`config.mk`:
```
export PLATFORM = sky130hd
export DESIGN_NAME = h2sst_ctrl
export DESIGN_NICKNAME = d
export VERILOG_FILES = /design/src/hw/rtl/assert_macros.svh /design/src/hw/rtl/h2sst_pkg.sv /design/src/hw/rtl/h2sst_ctrl.sv
export SDC_FILE = /design/constraint.sdc
export NUM_CORES = 1
export LEC_CHECK = 0
export BUFFER_PORTS_ARGS = -buffer_cell sky130_fd_sc_hd__buf_4
export CORE_AREA = 2 2 39 41
export DETAILED_ROUTE_END_ITERATION = 12
export DIE_AREA = 0 0 41 43
export PLACE_DENSITY_LB_ADDON = 0.12
export SKIP_LAST_GASP = 1
export SYNTH_ARGS = -nofsm -noshare
export SYNTH_HDL_FRONTEND = slang
export SYNTH_SLANG_ARGS = --single-unit
```
`constraint.sdc`:
```
create_clock -name clk -period 1.2 [get_ports clk]
set_input_delay 0.24 -clock clk [delete_from_list [all_inputs] [get_ports clk]]
set_output_delay 0.24 -clock clk [all_outputs]
set_load 0.02 [all_outputs]
```
`src/hw/rtl/assert_macros.svh`:
```
// ----------------------------------------------------------------------------
// assert_macros
// concurrent assertion helpers clocked on clk with arst_n as disable
// ----------------------------------------------------------------------------
`ifndef ASSERT_MACROS_SVH
`define ASSERT_MACROS_SVH

// antecedent implies consequent in the same cycle
`define H2SST_ASSERT_SAME(label, ante, cons) \
	label: assert property (@(posedge clk) disable iff (!arst_n) (ante) |-> (cons)) \
		else $error("assertion failed");

// antecedent implies consequent in the next cycle
`define H2SST_ASSERT_NEXT(label, ante, cons) \
	label: assert property (@(posedge clk) disable iff (!arst_n) (ante) |=> (cons)) \
		else $error("assertion failed");

`endif

```
`src/hw/rtl/h2sst_pkg.sv`:
```
// ----------------------------------------------------------------------------
// h2sst_pkg
// types, codes and sizes shared by the stream state table modules
// ----------------------------------------------------------------------------
`timescale 1ns / 1ps

package h2sst_pkg;

	localparam int TABLE_ENTRIES = 128;
	localparam int IDX_W = $clog2(TABLE_ENTRIES);
	localparam int ID_W = 31;
	localparam int CNT_W = 8;

	localparam logic [7:0] MAX_CONCURRENT_RST = 8'd100;

	localparam logic [2:0] FUNC_OPEN = 3'd0;
	localparam logic [2:0] FUNC_END_STREAM = 3'd1;
	localparam logic [2:0] FUNC_CLOSE = 3'd2;
	localparam logic [2:0] FUNC_REMOVE = 3'd3;
	localparam logic [2:0] FUNC_QUERY = 3'd4;
	localparam logic [2:0] FUNC_GC = 3'd5;

	localparam logic [2:0] STS_OK = 3'd0;
	localparam logic [2:0] STS_EVEN_ID = 3'd1;
	localparam logic [2:0] STS_NOT_INCR = 3'd2;
	localparam logic [2:0] STS_LIMIT = 3'd3;
	localparam logic [2:0] STS_FULL = 3'd4;
	localparam logic [2:0] STS_NOT_FOUND = 3'd5;

	localparam logic [2:0] ST_IDLE = 3'd0;
	localparam logic [2:0] ST_OPEN = 3'd1;
	localparam logic [2:0] ST_HCR = 3'd2;
	localparam logic [2:0] ST_HCL = 3'd3;
	localparam logic [2:0] ST_CLOSED = 3'd4;

	typedef struct packed {
		logic [2:0]      func;
		logic [ID_W-1:0] strm_id;
	} req_t;

	typedef struct packed {
		logic [2:0]       status;
		logic [2:0]       stream_state;
		logic             is_active;
		logic [CNT_W-1:0] active_count;
		logic             can_create;
	} rsp_t;

	typedef struct packed {
		logic [ID_W-1:0] id;
		logic [2:0]      state;
	} entry_t;

	typedef struct packed {
		logic start;
		logic rd;
		logic apply;
	} cmd_t;

	typedef struct packed {
		logic last_addr;
	} sts_t;

endpackage

```
`src/hw/rtl/h2sst_ctrl.sv`:
```
// ----------------------------------------------------------------------------
// h2sst_ctrl
// sequencer: accept, table sweep, drain, commit and result handoff
// ----------------------------------------------------------------------------
`timescale 1ns / 1ps

module h2sst_ctrl (
	input  logic              clk,
	input  logic              arst_n,
	input  logic              req_valid,
	output logic              req_stall,
	output logic              rsp_valid,
	input  logic              rsp_stall,
	output h2sst_pkg::cmd_t   cmd,
	input  h2sst_pkg::sts_t   sts
);

	localparam logic [1:0] S_IDLE = 2'd0;
	localparam logic [1:0] S_SCAN = 2'd1;
	localparam logic [1:0] S_DRAIN = 2'd2;
	localparam logic [1:0] S_APPLY = 2'd3;

	logic [1:0] state_q;
	logic [1:0] state_nx;
	logic       rsp_valid_q;
	logic       out_free;

	assign out_free = !rsp_valid_q || !rsp_stall;
	assign req_stall = (state_q != S_IDLE);
	assign rsp_valid = rsp_valid_q;

	always_comb begin
		state_nx = state_q;
		cmd = '0;
		unique case (state_q)
			S_IDLE: begin
				if (req_valid) begin
					cmd.start = 1'b1;
					state_nx = S_SCAN;
				end
			end
			S_SCAN: begin
				cmd.rd = 1'b1;
				if (sts.last_addr) begin
					state_nx = S_DRAIN;
				end
			end
			S_DRAIN: begin
				state_nx = S_APPLY;
			end
			S_APPLY: begin
				if (out_free) begin
					cmd.apply = 1'b1;
					state_nx = S_IDLE;
				end
			end
			default: begin
				state_nx = S_IDLE;
			end
		endcase
	end

	always_ff @(posedge clk or negedge arst_n) begin
		if (!arst_n) begin
			state_q <= S_IDLE;
			rsp_valid_q <= 1'b0;
		end else begin
			state_q <= state_nx;
			if (cmd.apply) begin
				rsp_valid_q <= 1'b1;
			end else if (!rsp_stall) begin
				rsp_valid_q <= 1'b0;
			end
		end
	end

endmodule

```
==> impl_metrics.tcl <==
set metrics [dict create \
    status "finished with violations" \
    violations "setup timing" \
    swShare 0.367 \
    clock_sinks 3 \
    routabilityCongestion 0.687 \
    drt-wirelength-per-cell_um 9.07 \
    grt_setup_unrepaired "true" \
    yosysWarningCount 0 \
    crit_path_top_delay_cell "dfrtp_1" \
    die_h_um 43 \
    grt_max_degree 5 \
    cp.required_ns 0.96 \
    synthCells 20 \
    numCtsBuffers 3 \
    power_uw 1400 \
    setup_viol 6 \
    die_area_sq_um 1760 \
    grt_antenna_before_repair 0 \
    nets 56 \
    grt_pass1_vias 215 \
    synth_nets 30 \
    dpl_worst_slack_ns -0.181 \
    r2r-end "state_q[1]" \
    finish.utilization 0.353 \
    switching_power_uw 515 \
    synth_area_leaders "dfrtp_1 (33%), ha_1 (27%), inv_1 (6.6%)" \
    powerDensity_nw_per_um2 2870 \
    synth_cell_types 11 \
    placement.io_buffers 9 \
    drive_above_1_share 0.800 \
    slew_headroom 0.855 \
    hold_viol 0 \
    drv_cap 0 \
    rrSetupSlack_ns -0.15 \
    place_hpwl_um 427 \
    synth_ff_type "dfrtp_1" \
    ir_drop_v 0.000970 \
    critPathMaxFanout 3 \
    clk_pin_slew_ns 0.04 \
    drt-initial-drc-count 0 \
    reg2regPathDepth 5 \
    ios 10 \
    drtPass1Iterations 1 \
    timing.final.ws_setup_ns -0.197 \
    arrival_ns 1.16 \
    p_clk_frac 0.128 \
    synth_area_sq_um 228 \
    clock_skew_ns 0.00323 \
    root_buffer "clkbuf_4" \
    yosys_register_bits 3 \
    die_w_um 41 \
    antenna_left 0 \
    cts_tree "built" \
    cts_max_level 1 \
    pwr-share-seq 0.162 \
    synth_commonest_cells "ha_1 (5), inv_1 (4), dfrtp_1 (3)" \
    drcViolationCount 0 \
    startpoint "state_q[1]" \
    wl_met1_um 223 \
    hold_ws_ns 0.250 \
    clockBufferDepth 2 \
    leakage_uw 0.000241 \
    clock.fmax_mhz 716 \
    power.internal_uw 888 \
    cp_cell_sequence "inv_2 > ha_4 > inv_2 > buf_6 > buf_6" \
    grt.total_usage 0.0814 \
    highest_layer "met4" \
    r2r-start "state_q[1]" \
    postSynth.asyncResetShare 1.00 \
    core_sq_um 1380 \
    slew_viol_final 0 \
    vias_per_cell 3.72 \
    yosysSeqAreaShare 0.330 \
    n_antenna_cell 0 \
    critical_path.max_stage_delay_ns 0.40 \
    hold_path.class "in2reg" \
    tightest_slew_ns 0.218 \
    critPathCapture "req_stall" \
    route.met3.wl_um 44 \
    min_period_ns 1.40 \
    synth.top_cell.area_share 0.330 \
    path_class "reg2out" \
    grt_pass1_wl_um 862 \
    synth-edff-count 0 \
    end_kind "output port" \
    vias 227 \
    syn_to_final_growth_pct 114 \
    grt_overflow_total 0 \
    start_kind "register" \
    yosysTopAreaCell "dfrtp_1" \
    synth.avg_cell_area_sq_um 11.4 \
    finalCritPeriodShare 1.16 \
    rows 14 \
    setup_tns_ns -0.968 \
    routed_wl_um 553 \
    worstSkewPairLatency_ns 0.24 \
    yosysMostFrequentCell "ha_1" \
    dr_wl_met2_um 274 \
    initial_utilization 0.165 \
    power.share.combinational 0.710 \
]
-- worst max-delay path, delay by kind of cell (launching register included) --
kind,cells,cell delay (ns)
buf+inv,4,0.38
flops,1,0.40
fa+ha+maj,1,0.14
-- through the flow --
stage | instance area, sq um | instances
global route | 488 | 61
CTS | 472 | 59
detailed placement | 369 | 50
global placement | 369 | 50
finish | 488 | 61
floorplan | 244 | 20
-- logic make-up (layout without fill, tap and decap cells) --
| family | after synthesis | in the layout | synth area share |
|---|---|---|---|
| AOI/OAI and AO/OA | 3 | 3 | 0.132 |
| DFF | 3 | 3 | 0.330 |
| muxes | 2 | 2 | 0.110 |
| and+or+nand+nor | 3 | 3 | 0.0879 |
| buffers and inverters | 4 | 29 | 0.0659 |
| adders and majority gates | 5 | 5 | 0.275 |
-- cells in the final DEF (no fill, tap or decap) --
cell type,netlist,routed
nand3_2,1,1
dfrtp_1,3,2
ha_4,0,2
ha_2,0,1
dfrtp_2,0,1
clkbuf_4,0,3
nor2_1,1,1
a21o_1,1,1
dlygate4sd3_1,0,1
ha_1,5,2
mux2i_1,1,1
mux2_4,1,1
a21boi_2,0,1
inv_2,0,4
buf_6,0,5
buf_4,0,15
o221ai_2,1,1
clkbuf_1,0,1
and2_4,0,1
-- routing by layer --
layer  up-vias  track usage
met3         2       0.0314
met4         0        0.100
li1        115            -
met1       101       0.0806
met5         -            0
met2         9        0.109
-- layout make-up --
type | count | area, sq um
Fill cell | 140 | 896
Timing Repair Buffer | 21 | 179
Multi-Input combinational cell | 13 | 171
Sequential cell | 3 | 76.3
Clock buffer | 4 | 26.3
Tap cell | 16 | 20.0
Inverter | 4 | 15.0
-- what timing repair did --
action                     4_1_cts  5_1_grt
hold buffers                     1        0
gates resized for setup         10        1
hold endpoints to repair         3        0
cloned                           0        0
buffers inserted                 4        2
setup endpoints to repair        6        6
pin swaps                        3        1
-- worst min path at each step --
stage / to / start / cells after the start
global route: rsp_valid / rsp_stall / 2
CTS: rsp_valid / rsp_stall / 2
global placement: state_q[1] / arst_n / 1
floorplan: rsp_valid / arst_n / 0
finish: rsp_valid / rsp_stall / 2
detailed placement: rsp_valid / arst_n / 1
-- power by group through the flow --
stage	Sequential (uW)	Clock [uW]	Combinational, uW
floorplan	240	0	417
global placement	221	0	730
detailed placement	224	0	738
CTS	225	188	958
global route	234	204	1090
finish	228	179	995
-- sequential cells by signal, indices dropped and copies added, names as in the netlist --
register and count:
rsp_valid 1, state_q 2
No activity file was read; power rests on OpenSTA's default activity.
