[src/hw/rtl/assert_macros.svh]
// ----------------------------------------------------------------------------
// assert_macros
// concurrent assertion helpers clocked on clk with arst_n as disable
// ----------------------------------------------------------------------------
`ifndef ASSERT_MACROS_SVH
`define ASSERT_MACROS_SVH

// antecedent implies consequent in the same cycle
`define H2SST_ASSERT_SAME(label, ante, cons) \
	label: assert property (@(posedge clk) disable iff (!arst_n) (ante) |-> (cons)) \
		else $error("assertion failed");

// antecedent implies consequent in the next cycle
`define H2SST_ASSERT_NEXT(label, ante, cons) \
	label: assert property (@(posedge clk) disable iff (!arst_n) (ante) |=> (cons)) \
		else $error("assertion failed");

`endif

[src/hw/rtl/h2sst_pkg.sv]
// ----------------------------------------------------------------------------
// h2sst_pkg
// types, codes and sizes shared by the stream state table modules
// ----------------------------------------------------------------------------
`timescale 1ns / 1ps

package h2sst_pkg;

	localparam int TABLE_ENTRIES = 128;
	localparam int IDX_W = $clog2(TABLE_ENTRIES);
	localparam int ID_W = 31;
	localparam int CNT_W = 8;

	localparam logic [7:0] MAX_CONCURRENT_RST = 8'd100;

	localparam logic [2:0] FUNC_OPEN = 3'd0;
	localparam logic [2:0] FUNC_END_STREAM = 3'd1;
	localparam logic [2:0] FUNC_CLOSE = 3'd2;
	localparam logic [2:0] FUNC_REMOVE = 3'd3;
	localparam logic [2:0] FUNC_QUERY = 3'd4;
	localparam logic [2:0] FUNC_GC = 3'd5;

	localparam logic [2:0] STS_OK = 3'd0;
	localparam logic [2:0] STS_EVEN_ID = 3'd1;
	localparam logic [2:0] STS_NOT_INCR = 3'd2;
	localparam logic [2:0] STS_LIMIT = 3'd3;
	localparam logic [2:0] STS_FULL = 3'd4;
	localparam logic [2:0] STS_NOT_FOUND = 3'd5;

	localparam logic [2:0] ST_IDLE = 3'd0;
	localparam logic [2:0] ST_OPEN = 3'd1;
	localparam logic [2:0] ST_HCR = 3'd2;
	localparam logic [2:0] ST_HCL = 3'd3;
	localparam logic [2:0] ST_CLOSED = 3'd4;

	typedef struct packed {
		logic [2:0]      func;
		logic [ID_W-1:0] strm_id;
	} req_t;

	typedef struct packed {
		logic [2:0]       status;
		logic [2:0]       stream_state;
		logic             is_active;
		logic [CNT_W-1:0] active_count;
		logic             can_create;
	} rsp_t;

	typedef struct packed {
		logic [ID_W-1:0] id;
		logic [2:0]      state;
	} entry_t;

	typedef struct packed {
		logic start;
		logic rd;
		logic apply;
	} cmd_t;

	typedef struct packed {
		logic last_addr;
	} sts_t;

endpackage

[src/hw/rtl/h2sst_dpath.sv]
// ----------------------------------------------------------------------------
// h2sst_dpath
// entry memory, valid bits, sweep trackers, counters and result register
// ----------------------------------------------------------------------------
`timescale 1ns / 1ps

module h2sst_dpath (
	input  logic              clk,
	input  logic              arst_n,
	input  h2sst_pkg::cmd_t   cmd,
	output h2sst_pkg::sts_t   sts,
	input  h2sst_pkg::req_t   req,
	input  logic              cfg_we,
	input  logic [7:0]        cfg_data,
	output h2sst_pkg::rsp_t   rsp
);

	localparam int N = h2sst_pkg::TABLE_ENTRIES;
	localparam int IW = h2sst_pkg::IDX_W;
	localparam int CW = h2sst_pkg::CNT_W;
	localparam logic [7:0] MAX_CONC_RST = h2sst_pkg::MAX_CONCURRENT_RST;

	h2sst_pkg::entry_t mem [N];
	logic [N-1:0]      valid_q;

	h2sst_pkg::req_t   req_q;
	logic [7:0]        max_conc_q;
	logic [h2sst_pkg::ID_W-1:0] last_id_q;
	logic [CW-1:0]     active_q;

	logic [IW-1:0]     addr_q;
	logic              rd_s1;
	logic [IW-1:0]     idx_s1;
	h2sst_pkg::entry_t ent_s1;
	logic              ent_v_s1;

	logic              found_q;
	logic [IW-1:0]     found_idx_q;
	logic [2:0]        found_st_q;
	logic              free_q;
	logic [IW-1:0]     free_idx_q;

	logic              hit;
	logic              gc_clear;

	// commit decisions
	logic [2:0]        status_nx;
	logic [2:0]        state_nx;
	logic [CW-1:0]     active_nx;
	logic              mem_we;
	logic [IW-1:0]     mem_waddr;
	h2sst_pkg::entry_t mem_wdata;
	logic              v_set;
	logic              v_clr;
	logic              last_we;

	assign sts.last_addr = (addr_q == IW'(N - 1));
	assign hit = rd_s1 && ent_v_s1 && (ent_s1.id == req_q.strm_id);
	assign gc_clear = rd_s1 && ent_v_s1 && (req_q.func == h2sst_pkg::FUNC_GC)
		&& (ent_s1.state == h2sst_pkg::ST_CLOSED);

	// sweep read path, entry memory write and request capture
	always_ff @(posedge clk) begin
		if (cmd.rd) begin
			ent_s1 <= mem[addr_q];
			ent_v_s1 <= valid_q[addr_q];
			idx_s1 <= addr_q;
		end
		if (mem_we) begin
			mem[mem_waddr] <= mem_wdata;
		end
		if (cmd.start) begin
			req_q <= req;
		end
	end

	always_ff @(posedge clk or negedge arst_n) begin
		if (!arst_n) begin
			addr_q <= '0;
			rd_s1 <= 1'b0;
			found_q <= 1'b0;
			free_q <= 1'b0;
		end else begin
			rd_s1 <= cmd.rd;
			if (cmd.start) begin
				addr_q <= '0;
				found_q <= 1'b0;
				free_q <= 1'b0;
			end else begin
				if (cmd.rd) begin
					addr_q <= addr_q + IW'(1);
				end
				if (hit && !found_q) begin
					found_q <= 1'b1;
				end
				if (rd_s1 && !ent_v_s1 && !free_q) begin
					free_q <= 1'b1;
				end
			end
		end
	end

	always_ff @(posedge clk) begin
		if (hit && !found_q) begin
			found_idx_q <= idx_s1;
			found_st_q <= ent_s1.state;
		end
		if (rd_s1 && !ent_v_s1 && !free_q) begin
			free_idx_q <= idx_s1;
		end
	end

	always_comb begin
		status_nx = h2sst_pkg::STS_OK;
		state_nx = h2sst_pkg::ST_IDLE;
		active_nx = active_q;
		mem_we = 1'b0;
		mem_waddr = found_idx_q;
		mem_wdata = '{id: req_q.strm_id, state: h2sst_pkg::ST_OPEN};
		v_set = 1'b0;
		v_clr = 1'b0;
		last_we = 1'b0;
		unique case (req_q.func)
			h2sst_pkg::FUNC_OPEN: begin
				if (found_q) begin
					state_nx = found_st_q;
				end
				if (!req_q.strm_id[0]) begin
					status_nx = h2sst_pkg::STS_EVEN_ID;
				end else if (req_q.strm_id <= last_id_q) begin
					status_nx = h2sst_pkg::STS_NOT_INCR;
				end else if (active_q >= max_conc_q) begin
					status_nx = h2sst_pkg::STS_LIMIT;
				end else if (!found_q && !free_q) begin
					status_nx = h2sst_pkg::STS_FULL;
				end else begin
					mem_we = 1'b1;
					mem_waddr = found_q ? found_idx_q : free_idx_q;
					v_set = 1'b1;
					last_we = 1'b1;
					active_nx = active_q + CW'(1);
					state_nx = h2sst_pkg::ST_OPEN;
				end
			end
			h2sst_pkg::FUNC_END_STREAM: begin
				if (!found_q) begin
					status_nx = h2sst_pkg::STS_NOT_FOUND;
				end else begin
					state_nx = found_st_q;
					if (found_st_q == h2sst_pkg::ST_OPEN) begin
						state_nx = h2sst_pkg::ST_HCR;
						mem_we = 1'b1;
						mem_wdata.state = h2sst_pkg::ST_HCR;
					end
				end
			end
			h2sst_pkg::FUNC_CLOSE, h2sst_pkg::FUNC_REMOVE: begin
				if (!found_q) begin
					status_nx = h2sst_pkg::STS_NOT_FOUND;
				end else begin
					state_nx = (req_q.func == h2sst_pkg::FUNC_CLOSE) ?
						h2sst_pkg::ST_CLOSED : h2sst_pkg::ST_IDLE;
					v_clr = (req_q.func == h2sst_pkg::FUNC_REMOVE);
					if (found_st_q != h2sst_pkg::ST_CLOSED) begin
						mem_we = 1'b1;
						mem_wdata.state = h2sst_pkg::ST_CLOSED;
						if (active_q != '0) begin
							active_nx = active_q - CW'(1);
						end
					end
				end
			end
			h2sst_pkg::FUNC_QUERY: begin
				if (!found_q) begin
					status_nx = h2sst_pkg::STS_NOT_FOUND;
				end else begin
					state_nx = found_st_q;
				end
			end
			default: begin
				state_nx = h2sst_pkg::ST_IDLE;
			end
		endcase
		if (!cmd.apply) begin
			mem_we = 1'b0;
			v_set = 1'b0;
			v_clr = 1'b0;
			last_we = 1'b0;
		end
	end

	always_ff @(posedge clk or negedge arst_n) begin
		if (!arst_n) begin
			valid_q <= '0;
			last_id_q <= '0;
			active_q <= '0;
			max_conc_q <= MAX_CONC_RST;
		end else begin
			if (gc_clear) begin
				valid_q[idx_s1] <= 1'b0;
			end
			if (v_set) begin
				valid_q[mem_waddr] <= 1'b1;
			end else if (v_clr) begin
				valid_q[mem_waddr] <= 1'b0;
			end
			if (last_we) begin
				last_id_q <= req_q.strm_id;
			end
			if (cmd.apply) begin
				active_q <= active_nx;
			end
			if (cfg_we) begin
				max_conc_q <= cfg_data;
			end
		end
	end

	always_ff @(posedge clk) begin
		if (cmd.apply) begin
			rsp.status <= status_nx;
			rsp.stream_state <= state_nx;
			rsp.is_active <= (state_nx == h2sst_pkg::ST_OPEN)
				|| (state_nx == h2sst_pkg::ST_HCR) || (state_nx == h2sst_pkg::ST_HCL);
			rsp.active_count <= active_nx;
			rsp.can_create <= (active_nx < max_conc_q);
		end
	end

endmodule

[config.mk]
export PLATFORM = sky130hd
export DESIGN_NAME = h2sst_dpath
export DESIGN_NICKNAME = d
export VERILOG_FILES = /design/src/hw/rtl/assert_macros.svh /design/src/hw/rtl/h2sst_pkg.sv /design/src/hw/rtl/h2sst_dpath.sv
export SDC_FILE = /design/constraint.sdc
export NUM_CORES = 2
export LEC_CHECK = 0
export ABC_AREA = 1
export BUFFER_PORTS_ARGS = -buffer_cell sky130_fd_sc_hd__buf_2
export CAP_MARGIN = 20
export CORE_MARGIN = 3
export CORE_UTILIZATION = 45
export DETAILED_ROUTE_END_ITERATION = 12
export PLACE_DENSITY_LB_ADDON = 0.08
export SYNTH_ARGS = -nofsm -noshare
export SYNTH_HDL_FRONTEND = slang
export SYNTH_MEMORY_MAX_BITS = 65536
export SYNTH_SLANG_ARGS = --single-unit
export TNS_END_PERCENT = 5
[constraint.sdc]
create_clock -name clk -period 32.3 [get_ports clk]
set_input_delay 9.69 -clock clk [delete_from_list [all_inputs] [get_ports clk]]
set_output_delay 9.69 -clock clk [all_outputs]
set_load 0.05 [all_outputs]
==> impl_metrics.json <==
{
  "io_buffers": 64,
  "cts_tree": "built",
  "cts.sinks": 4646,
  "postSynthRegisterBits": 4646,
  "die_x_um": 648.4,
  "ys_seq_area_share_pct": 74.64,
  "grt_usage_pct": 30.42,
  "irDropWorstVdd_mv": 0.05278,
  "fin_nets": 14410,
  "min_path_cells": 0,
  "synth_top_flop_cell": "edfxtp_1",
  "clockRootBuffer": "clkbuf_16",
  "viasPerCell": 6.223,
  "syn_area_mm2": 0.1857,
  "hold_slack_ns": 0.4539,
  "crit_arrival_ns": 3.47,
  "clk_latency_ns": 1.03,
  "maxCapViolations": 0,
  "drive_gt1_share_pct": 9.164,
  "critPathMaxFanout": 48,
  "reg2reg_depth": 10,
  "drtIter0Drc": 18740,
  "grt.overflow.total": 0,
  "p_total_mw": 13.23,
  "synth_xor_xnor_area_share_pct": 0.04245,
  "min_from": "ent_s1[1]$_DFFE_PP_",
  "worst_clock_skew_ns": 0.06976,
  "grt_pass1_vias": 116100,
  "setup_tns_ns": 0,
  "holdPathEnd": "found_st_q[1]$_DFFE_PP_",
  "setup_viol": 0,
  "rows": 235,
  "regToRegEndpoint": "ent_s1[2]$_DFFE_PP_",
  "rsz0062_at_grt": "no",
  "htree_levels": 5,
  "path_class": "reg -> out",
  "avgSynthCellArea_um2": 12.85,
  "status": "finished, final reports clean",
  "wl_per_cell_um": 32.40,
  "die_h_um": 648.4,
  "cts_buffers": 483,
  "drc": 0,
  "fmax_mhz": 76.01,
  "fin_crit_ns": 13.16,
  "layout_common_cells": "edfxtp_1, o21ai_0, nor2_1",
  "cts_hold_buf": 0,
  "synthAdderAreaFrac_pct": 0.3369,
  "rrSetupSlack_ns": 25.66,
  "cp-start-kind": "flop",
  "cts-root-to-sink-buffers": 4,
  "synth-compound-area-share_pct": 12.50,
  "p_per_area_mw_per_mm2": 62.86,
  "dp_hpwl_um": 382600,
  "synth_edf_count": 4461,
  "synthSimpleGateAreaFrac_pct": 9.706,
  "required_ns": 22.61,
  "final_common_cell": "edfxtp_1",
  "grt_max_degree": 177,
  "slew_headroom_pct": 16.35,
  "crit_chain": "ha_1, nand2_1, nor3_1, buf_2",
  "place_congestion": 0.9069,
  "synth.distinct_cells": 56,
  "drv_slew": 0,
  "wl_um": 654000,
  "fin_ws_ns": 19.14,
  "p_leak_nw": 66.96,
  "grt_first_pass_wirelength_um": 909700,
  "core_mm2": 0.4102,
  "cts.clk_slew.worst_paths_ns": 0.06,
  "finalHoldViolCount": 0,
  "worst_setup_path_end_kind": "output port",
  "worstMarginPinSlew_ns": 1.255,
  "detailedPlace.worstSlack_ns": 18.92,
  "ys_async_sr_fraction_pct": 3.982,
  "firstDrtPassIters": 6,
  "io_pins": 65,
  "via_count": 125600,
  "period_share_pct": 40.73,
  "worstHoldPathType": "reg -> reg",
  "critPathSlowestCell": "dfrtp_4",
  "syn_to_final_growth_pct": 13.31,
  "start_util_pct": 45.27,
  "reg2reg_from": "addr_q[2]$_DFFE_PN0P_",
  "syn-instance-count": 14450,
  "antenna_left": 0,
  "cts_setup_buffers": 0,
  "cp_slowest_stage_delay_ns": 0.93,
  "ctsResizeCount": 0,
  "die_area_mm2": 0.4204,
  "yosys-mux-area-fraction_pct": 0.006065,
  "antenna_found_initial": 49,
  "yosys_warnings": 0,
  "syn_nets": 14540,
  "synth_top_family_by_area": "compound AO/OA/AOI/OAI gates"
}
==> stage by stage <==
| step | utilization [%] | instance area (um2) | instances |
|---|---|---|---|
| detailed placement | 46.97 | 192600 | 19180 |
| global route | 51.28 | 210400 | 20170 |
| global placement | 46.85 | 192200 | 19160 |
| CTS | 50.77 | 208200 | 20080 |
| floorplan | - | 185700 | 14450 |
| finish | 51.29 | 210400 | 20190 |
==> sequential cells by signal, indices dropped and copies added, names as in the netlist <==
name and count:
last_id_q 31, found_q 1, mem 4352, free_idx_q 7, max_conc_q 8, rd_s1 1
rsp 16, ent_v_s1 1, addr_q 7, mem_wdata 31, ent_s1 34, idx_s1 7
req_q 3, active_q 8, valid_q 128, found_st_q 3, found_idx_q 7, free_q 1
==> logic make-up (layout without fill, tap and decap cells) <==
kind of cell	after synthesis	count (layout)
AO/OA/AOI/OAI	4004	4004
XOR/XNOR	9	9
other	0	15
multiplexers	1	1
AND/OR/NAND/NOR	4454	4454
flip-flops	4646	4646
adder cells (fa/ha/maj)	50	50
buffers and inverters	1282	1557
==> how the worst max path moves through the flow <==
stage,end,startpoint,cells after the start,slack [ns]
CTS,sts,addr_q[1]$_DFFE_PN0P_,4,19.11
detailed placement,mem[50][9]$_DFFE_PP_,cmd[0],5,18.92
global placement,mem[49][0]$_DFFE_PP_,cmd[0],5,18.94
finish,sts,addr_q[1]$_DFFE_PN0P_,4,19.14
floorplan,mem[100][0]$_DFFE_PP_,cmd[0],5,20.08
global route,sts,addr_q[1]$_DFFE_PN0P_,4,19.19
==> report_power, final <==
group	switching, mW	internal (mW)	total (mW)
Sequential	0.0208	6.66	6.68
Combinational	0.805	0.195	1.00
Clock	2.36	3.19	5.54
==> cells in the mapped netlist (3+ instances only) <==
cell / instances / area (um2)
edfxtp_1: 4461 / 134000
nor2_1: 2445 / 9178
o21ai_0: 2353 / 11780
nand2_1: 1174 / 4407
clkbuf_1: 863 / 3239
nand3_1: 702 / 3513
o22ai_1: 664 / 4154
o221ai_1: 426 / 3731
a21oi_1: 257 / 1286
inv_1: 196 / 735.7
dfrtp_1: 182 / 4554
o211ai_1: 98 / 735.7
buf_2: 91 / 455.4
a21boi_0: 81 / 608.1
buf_1: 70 / 262.8
a31oi_1: 64 / 400.4
buf_4: 52 / 390.4
ha_1: 50 / 625.6
nand4_1: 37 / 231.5
nor3_1: 25 / 125.1
nor2_2: 15 / 93.84
nor2_4: 15 / 168.9
a211oi_1: 10 / 75.07
nand2_2: 10 / 62.56
a221oi_1: 8 / 70.07
or2_2: 8 / 50.05
o211a_1: 7 / 70.07
xor2_1: 7 / 61.31
inv_2: 6 / 22.52
nor4_1: 6 / 37.54
o2111ai_1: 6 / 52.55
a311oi_1: 5 / 43.79
nand2_4: 5 / 56.30
o31ai_1: 5 / 37.54
a22oi_1: 4 / 30.03
o21a_1: 4 / 30.03
and3_1: 3 / 18.77
buf_6: 3 / 33.78
dfstp_2: 3 / 78.83
nor3b_1: 3 / 22.52
==> routing by layer <==
metal	part of all wire, %	wire length, um	track usage, %
met1	40	262900	43.34
met2	45	293100	46.15
met3	10	66150	5.383
met4	4.9	31840	12.85
met5	0.0081	53	0
==> cell type report <==
cell class,instances,area [um2]
Fill cell,34970,199800
Sequential cell,4646,138600
Multi-Input combinational cell,8518,43020
Clock buffer,587,12580
Tap cell,5451,6820
Timing Repair Buffer,457,5504
Clock inverter,310,3002
Inverter,203,808.3
Antenna cell,15,37.54
==> critical path, delay by kind of cell (launching register included) <==
kind	cells	cell delay, ns
flops	1	0.93
simple gates	2	0.82
buf+inv	1	0.42
fa+ha+maj	1	0.30
Note: power is estimated with default switching activity, not from simulation.
